## config.mk

```make
export PLATFORM = sky130hd
export DESIGN_NAME = lud_ctrl
export DESIGN_NICKNAME = d
export VERILOG_FILES = /design/src/design/lud_pkg.sv /design/src/design/lud_ctrl.sv
export SDC_FILE = /design/constraint.sdc
export NUM_CORES = 1
export LEC_CHECK = 0
export BUFFER_PORTS_ARGS = -buffer_cell sky130_fd_sc_hd__buf_4
export CAP_MARGIN = 0
export CORE_UTILIZATION = 26
export CTS_BUF_LIST = sky130_fd_sc_hd__clkbuf_2 sky130_fd_sc_hd__clkbuf_4 sky130_fd_sc_hd__clkbuf_8
export CTS_CLUSTER_DIAMETER = 40
export DETAILED_ROUTE_END_ITERATION = 8
export PLACE_DENSITY = 0.42
export SYNTH_ARGS = -nofsm -noshare
export SYNTH_HDL_FRONTEND = slang
export SYNTH_SLANG_ARGS = --single-unit
```

## constraint.sdc

```tcl
create_clock -name clk -period 6.56 [get_ports clk]
set_input_delay 1.312 -clock clk [delete_from_list [all_inputs] [get_ports clk]]
set_output_delay 1.312 -clock clk [all_outputs]
set_load 0.02 [all_outputs]
```

## src/design/lud_pkg.sv

```systemverilog
// Shared constants and types for the LU decomposition block.
`timescale 1ns / 1ps
`default_nettype none
package lud_pkg;

    localparam int MAX_ORDER = 8;
    localparam int IDX_W     = $clog2(MAX_ORDER);
    localparam int ADDR_W    = 2 * IDX_W;
    localparam int DEPTH     = MAX_ORDER * MAX_ORDER;
    localparam int DATA_W    = 32;
    localparam int SIZE_W    = 4;
    localparam int QUOT_W    = 49;
    localparam int STEP_W    = 6;
    localparam int REG_MATRIX_SIZE = 0;

    typedef enum logic [4:0] {
        S_LOAD, S_SC_ROW, S_SC_RD, S_SC_CMP, S_SC_END, S_SC_WAIT,
        S_COL, S_E_RD, S_E_LD, S_K_RD, S_K_MUL, S_K_ACC, S_WB, S_BEST,
        S_PIV, S_SW_RD, S_SW_W1, S_SW_W2, S_DG_RD, S_DG, S_DG_WAIT,
        S_L_RD, S_L_MUL, S_L_WR, S_EMIT, S_SING
    } ctrl_state_t;

    typedef enum logic [4:0] {
        DP_NOP, DP_LOAD_WR, DP_BIG_CLR, DP_RD_IJ, DP_BIG_UPD, DP_SCALE_DIV,
        DP_SCALE_WR, DP_ACC_LD, DP_RD_K, DP_MUL_K, DP_ACC_SUB, DP_WB,
        DP_BEST_CLR, DP_BEST_UPD, DP_PIV, DP_RD_SWP, DP_SWP_WR1, DP_SWP_WR2,
        DP_DIAG, DP_RECIP, DP_LMUL, DP_LWR, DP_EMIT_RD, DP_SING
    } dp_op_t;

    typedef struct packed {
        dp_op_t           op;
        logic [IDX_W-1:0] i;
        logic [IDX_W-1:0] j;
        logic [IDX_W-1:0] k;
        logic             last;
    } dp_cmd_t;

    typedef struct packed {
        logic             big_zero;
        logic [IDX_W-1:0] best_row;
        logic             div_done;
    } dp_status_t;

endpackage
`default_nettype wire

```

## src/design/lud_ctrl.sv

```systemverilog
// Sequencer for load, row scaling, Crout elimination and result readout.
`timescale 1ns / 1ps
`default_nettype none
module lud_ctrl
    import lud_pkg::*;
(
    input  wire logic              clk,
    input  wire logic              rst_n,
    input  wire logic              start,
    input  wire logic              cfg_wr,
    input  wire logic [SIZE_W-1:0] size,
    input  wire dp_status_t        st,
    output dp_cmd_t                cmd,
    output logic                   busy
);

    ctrl_state_t      state_reg, state_next;
    logic [IDX_W-1:0] i_reg, i_next, j_reg, j_next, k_reg, k_next;
    logic [IDX_W-1:0] lr_reg, lr_next, lc_reg, lc_next;
    logic [SIZE_W-1:0] n;
    logic [SIZE_W-1:0] i1, j1, k1, lr1, lc1;
    logic [IDX_W-1:0] kmax;
    logic             n_last_j;

    always_comb
    begin
        if (size == '0)
            n = SIZE_W'(1);
        else if (size > SIZE_W'(MAX_ORDER))
            n = SIZE_W'(MAX_ORDER);
        else
            n = size;
    end

    assign i1  = {1'b0, i_reg} + SIZE_W'(1);
    assign j1  = {1'b0, j_reg} + SIZE_W'(1);
    assign k1  = {1'b0, k_reg} + SIZE_W'(1);
    assign lr1 = {1'b0, lr_reg} + SIZE_W'(1);
    assign lc1 = {1'b0, lc_reg} + SIZE_W'(1);
    assign kmax = (i_reg < j_reg) ? i_reg : j_reg;
    assign n_last_j = (j1 == n);

    always_comb
    begin
        state_next = state_reg;
        i_next = i_reg; j_next = j_reg; k_next = k_reg;
        lr_next = lr_reg; lc_next = lc_reg;
        cmd.op = DP_NOP; cmd.i = i_reg; cmd.j = j_reg; cmd.k = k_reg; cmd.last = 1'b0;
        unique case (state_reg)
            S_LOAD:
                if (cfg_wr)
                begin
                    lr_next = '0;
                    lc_next = '0;
                end
                else if (start)
                begin
                    cmd.op = DP_LOAD_WR; cmd.i = lr_reg; cmd.k = lc_reg;
                    if (lc1 == n)
                    begin
                        lc_next = '0;
                        if (lr1 == n)
                        begin
                            lr_next = '0;
                            i_next = '0;
                            state_next = S_SC_ROW;
                        end
                        else
                            lr_next = lr1[IDX_W-1:0];
                    end
                    else
                        lc_next = lc1[IDX_W-1:0];
                end
            S_SC_ROW:
            begin
                cmd.op = DP_BIG_CLR; k_next = '0; state_next = S_SC_RD;
            end
            S_SC_RD:
            begin
                cmd.op = DP_RD_IJ; cmd.j = k_reg; state_next = S_SC_CMP;
            end
            S_SC_CMP:
            begin
                cmd.op = DP_BIG_UPD;
                if (k1 == n)
                    state_next = S_SC_END;
                else
                begin
                    k_next = k1[IDX_W-1:0];
                    state_next = S_SC_RD;
                end
            end
            S_SC_END:
                if (st.big_zero)
                    state_next = S_SING;
                else
                begin
                    cmd.op = DP_SCALE_DIV; state_next = S_SC_WAIT;
                end
            S_SC_WAIT:
                if (st.div_done)
                begin
                    cmd.op = DP_SCALE_WR;
                    if (i1 == n)
                    begin
                        j_next = '0;
                        state_next = S_COL;
                    end
                    else
                    begin
                        i_next = i1[IDX_W-1:0];
                        state_next = S_SC_ROW;
                    end
                end
            S_COL:
            begin
                cmd.op = DP_BEST_CLR; i_next = '0; state_next = S_E_RD;
            end
            S_E_RD:
            begin
                cmd.op = DP_RD_IJ; k_next = '0; state_next = S_E_LD;
            end
            S_E_LD:
            begin
                cmd.op = DP_ACC_LD;
                state_next = (kmax != '0) ? S_K_RD : S_WB;
            end
            S_K_RD:
            begin
                cmd.op = DP_RD_K; state_next = S_K_MUL;
            end
            S_K_MUL:
            begin
                cmd.op = DP_MUL_K; state_next = S_K_ACC;
            end
            S_K_ACC:
            begin
                cmd.op = DP_ACC_SUB;
                if (k1 == {1'b0, kmax})
                    state_next = S_WB;
                else
                begin
                    k_next = k1[IDX_W-1:0];
                    state_next = S_K_RD;
                end
            end
            S_WB, S_BEST:
            begin
                cmd.op = (state_reg == S_WB) ? DP_WB : DP_BEST_UPD;
                if (state_reg == S_WB && i_reg >= j_reg)
                    state_next = S_BEST;
                else if (i1 == n)
                    state_next = S_PIV;
                else
                begin
                    i_next = i1[IDX_W-1:0];
                    state_next = S_E_RD;
                end
            end
            S_PIV:
            begin
                cmd.op = DP_PIV; k_next = '0;
                state_next = (st.best_row != j_reg) ? S_SW_RD : S_DG_RD;
            end
            S_SW_RD:
            begin
                cmd.op = DP_RD_SWP; state_next = S_SW_W1;
            end
            S_SW_W1:
            begin
                cmd.op = DP_SWP_WR1; state_next = S_SW_W2;
            end
            S_SW_W2:
            begin
                cmd.op = DP_SWP_WR2;
                if (k1 == n)
                    state_next = S_DG_RD;
                else
                begin
                    k_next = k1[IDX_W-1:0];
                    state_next = S_SW_RD;
                end
            end
            S_DG_RD:
            begin
                cmd.op = DP_RD_IJ; cmd.i = j_reg; state_next = S_DG;
            end
            S_DG:
            begin
                cmd.op = DP_DIAG; cmd.last = n_last_j;
                if (n_last_j)
                begin
                    i_next = '0; k_next = '0;
                    state_next = S_EMIT;
                end
                else
                    state_next = S_DG_WAIT;
            end
            S_DG_WAIT:
                if (st.div_done)
                begin
                    cmd.op = DP_RECIP;
                    i_next = j1[IDX_W-1:0];
                    state_next = S_L_RD;
                end
            S_L_RD:
            begin
                cmd.op = DP_RD_IJ; state_next = S_L_MUL;
            end
            S_L_MUL:
            begin
                cmd.op = DP_LMUL; state_next = S_L_WR;
            end
            S_L_WR:
            begin
                cmd.op = DP_LWR;
                if (i1 == n)
                begin
                    j_next = j1[IDX_W-1:0];
                    state_next = S_COL;
                end
                else
                begin
                    i_next = i1[IDX_W-1:0];
                    state_next = S_L_RD;
                end
            end
            S_EMIT:
            begin
                cmd.op = DP_EMIT_RD;
                cmd.last = (i1 == n) && (k1 == n);
                if (k1 == n)
                begin
                    k_next = '0;
                    if (i1 == n)
                        state_next = S_LOAD;
                    else
                        i_next = i1[IDX_W-1:0];
                end
                else
                    k_next = k1[IDX_W-1:0];
            end
            S_SING:
            begin
                cmd.op = DP_SING; state_next = S_LOAD;
            end
            default: state_next = S_LOAD;
        endcase
    end

    always_ff @(posedge clk or negedge rst_n)
    begin
        if (!rst_n)
        begin
            state_reg <= S_LOAD;
            lr_reg    <= '0;
            lc_reg    <= '0;
        end
        else
        begin
            state_reg <= state_next;
            lr_reg    <= lr_next;
            lc_reg    <= lc_next;
        end
    end

    always_ff @(posedge clk)
    begin
        i_reg <= i_next;
        j_reg <= j_next;
        k_reg <= k_next;
    end

    assign busy = (state_reg != S_LOAD);

endmodule
`default_nettype wire

```

==> results.py <==
metrics = {
    "drt": {
        "via_per_inst": 5.487,
        "vias": 2908,
        "dr.pass1.iters": 5,
        "drt_iter0_markers": 161,
        "wl_per_cell_um": 17.25,
        "routed_wl_mm": 9.140,
        "drc": 0,
        "route.antenna.remaining_nets": 0,
    },
    "die": {
        "die_y_um": 107.1,
        "core.rowCount": 38,
        "start_util_pct": 26.61,
        "die_x_um": 107.1,
        "core-area_mm2": 0.01079,
        "die-area_mm2": 0.01147,
        "ios": 29,
    },
    "worst_setup_path": {
        "path_buf_inv": 2,
        "setup.worst_path.start": "size[3]",
        "worst-path-max-fanout": 22,
        "cp_cell_sequence": "buf_4, or3_1, or3_1, a32oi_2, nand2_1, o21ai_0, buf_4",
        "critPathSlowestCell": "a32oi_2",
        "worstPathRequired_ps": 5250,
        "end_kind": "output port",
        "crit_type": "in2out",
        "start_kind": "input port",
        "cp_slowest_stage_delay_ps": 390,
        "reg2reg_from": "j_reg[0]",
        "crit_arrival_ps": 3080,
        "crit_family": "simple AND/OR/NAND/NOR gates",
    },
    "sta": {
        "max_slew.worst_pin.slew_ps": 689.4,
        "hold_viol": 0,
        "setup_viol": 0,
        "fmax_mhz": 227.5,
        "setup_tns_ps": 0,
        "rsz0062_at_grt": "false",
        "drv_slew": 0,
        "slew_headroom_pct": 53.45,
        "min_period_over_period_pct": 67.01,
        "worst_clock_skew_ps": 1.689,
        "period_minus_slack_ps": 4396,
    },
    "clock_network": {
        "holdBufCountCts": 0,
        "post_cts_buffers": 0,
        "htreeDepth": 1,
        "clockRootBuffer": "clkbuf_8",
        "cts.sinks": 20,
        "clk_pin_slew_ps": 90,
        "cts_max_path_buffers": 2,
        "cts_tree": "yes",
        "insertion_delay_ps": 270,
        "numCtsBuffers": 3,
        "cts_resized": 0,
    },
    "run_status": {
        "outcome": "finished, final reports clean",
    },
    "yosys": {
        "syn_area_mm2": 0.002872,
        "syn_avg_cell_area_um2": 7.517,
        "async_flop_share_pct": 55.00,
        "synth_edf_count": 9,
        "synthCells": 382,
        "synth_seq_cells": 20,
        "yosys_most_used_dff": "dfrtp_1",
        "yosysUniqueCellTypes": 75,
        "yosysWarnings": 0,
        "synth_seq_area_share_pct": 19.00,
        "synth_nets": 404,
    },
    "place": {
        "io_buffers": 28,
        "dpl.hpwl_mm": 6.779,
        "place_congestion": 0.8146,
    },
    "job": {
        "max_cap_violations": 0,
    },
    "final_layout": {
        "drive_above_1_share_pct": 16.92,
        "final_util_pct": 29.18,
        "syn_to_final_growth_pct": 9.673,
        "final_nets": 413,
        "diodes": 0,
        "num-fill-cells": 1185,
        "largest_reg_flops": 5,
        "final_cell_mix": "nand2_1, nor2_1, buf_4",
    },
    "power": {
        "p_leak_nw": 1.144,
        "power_density_mw_per_mm2": 110.2,
        "peakVddDrop_uv": 49.69,
        "p_total_w": 0.0003472,
    },
    "grt": {
        "grt_max_degree": 37,
        "grtUsageTotal_pct": 16.61,
        "gr-total-overflow": 0,
        "antenna_found_initial": 0,
        "grt_pass1_wl_mm": 15.00,
        "grt_pass1_vias": 2753,
    },
    "worst_hold_path": {
        "min-delay-start": "lr_reg[1]",
        "hp-class": "reg2reg",
    },
}
==> per-layer routing <==
layer  vias up  wire length, um  GRT usage (%)
met1      1400             4368          22.66
met3         8              344          1.337
li1       1414                -              -
met5         -                0              0
met4         0              140          3.914
met2        86             4287          28.25
==> stage by stage <==
stage / cells / setup slack, ps / hold WS [ps] / cell area, um^2
finish: 530 / 2164 / 599.1 / 3149
global route: 530 / 2051 / 670.5 / 3149
CTS: 530 / 2137 / 603.2 / 3149
detailed placement: 526 / 2141 / 591.9 / 3078
global placement: 526 / 2183 / 589.7 / 3078
floorplan: 382 / 2414 / 540.4 / 2872
==> where the power goes <==
part | switching [W] | total, W | internal, W
logic | 0.0000465 | 0.0000779 | 0.0000315
registers | 0.00000563 | 0.000139 | 0.000134
clock network | 0.0000485 | 0.000130 | 0.0000816
==> worst paths after layout <==
check	end	cells after the start	slack, ps
worst max-delay path	cmd[0]	7	2160
worst min-delay path	lr_reg[1]	2	600
min in group asynchronous	lr_reg[0]	1	880
worst max register to register	k_reg[1]	8	3410
worst min register to register	lr_reg[1]	2	600
max in group asynchronous	state_reg[4]	1	5520
==> synthesized netlist by cell type (5+ instances only) <==
| library cell | instances | area share, % |
|---|---|---|
| edfxtp_1 | 9 | 9.4 |
| inv_1 | 18 | 2.4 |
| mux2_2 | 6 | 2.4 |
| xnor2_1 | 9 | 2.7 |
| a31oi_1 | 6 | 1.3 |
| o22ai_1 | 6 | 1.3 |
| nor2_1 | 40 | 5.2 |
| dfrtp_1 | 11 | 9.6 |
| a21oi_1 | 30 | 5.2 |
| nand2b_1 | 6 | 1.3 |
| or3_1 | 5 | 1.1 |
| nor3_1 | 9 | 1.6 |
| nand2_1 | 40 | 5.2 |
| o31ai_1 | 7 | 1.8 |
| xor2_1 | 11 | 3.4 |
| nand3_1 | 16 | 2.8 |
| buf_2 | 5 | 0.87 |
| ha_1 | 9 | 3.9 |
| a22oi_1 | 6 | 1.6 |
| buf_6 | 9 | 3.5 |
| clkbuf_1 | 11 | 1.4 |
| o21ai_0 | 26 | 4.5 |
==> cell type report <==
type	count	area, um^2	share of cell area, %
clock buffers	3	41.29	1.311
repair buffers	33	247.7	7.867
inverters	19	71.32	2.265
well taps	140	175.2	5.562
clock inverters	1	30.03	0.9535
multi-input cells	314	2038	64.72
flip-flops and latches	20	545.5	17.32
==> tightest hold or removal path, cell delays in order, from the launching register on <==
cell and delay (ps):
dfrtp_1 430, inv_1 60, o21ai_0 70
==> kinds of logic after synthesis <==
kind of cell               count (synthesis)  synth area share [%]
AOI/OAI and AO/OA                        121                 29.02
adders and majority gates                  9                 3.922
and+or+nand+nor                          154                 28.19
xor gates and xnor gates                  20                 6.100
DFF                                       20                 19.00
muxes                                     10                 3.747
buffers and inverters                     48                 10.02
No activity file was read; power rests on OpenSTA's default activity.
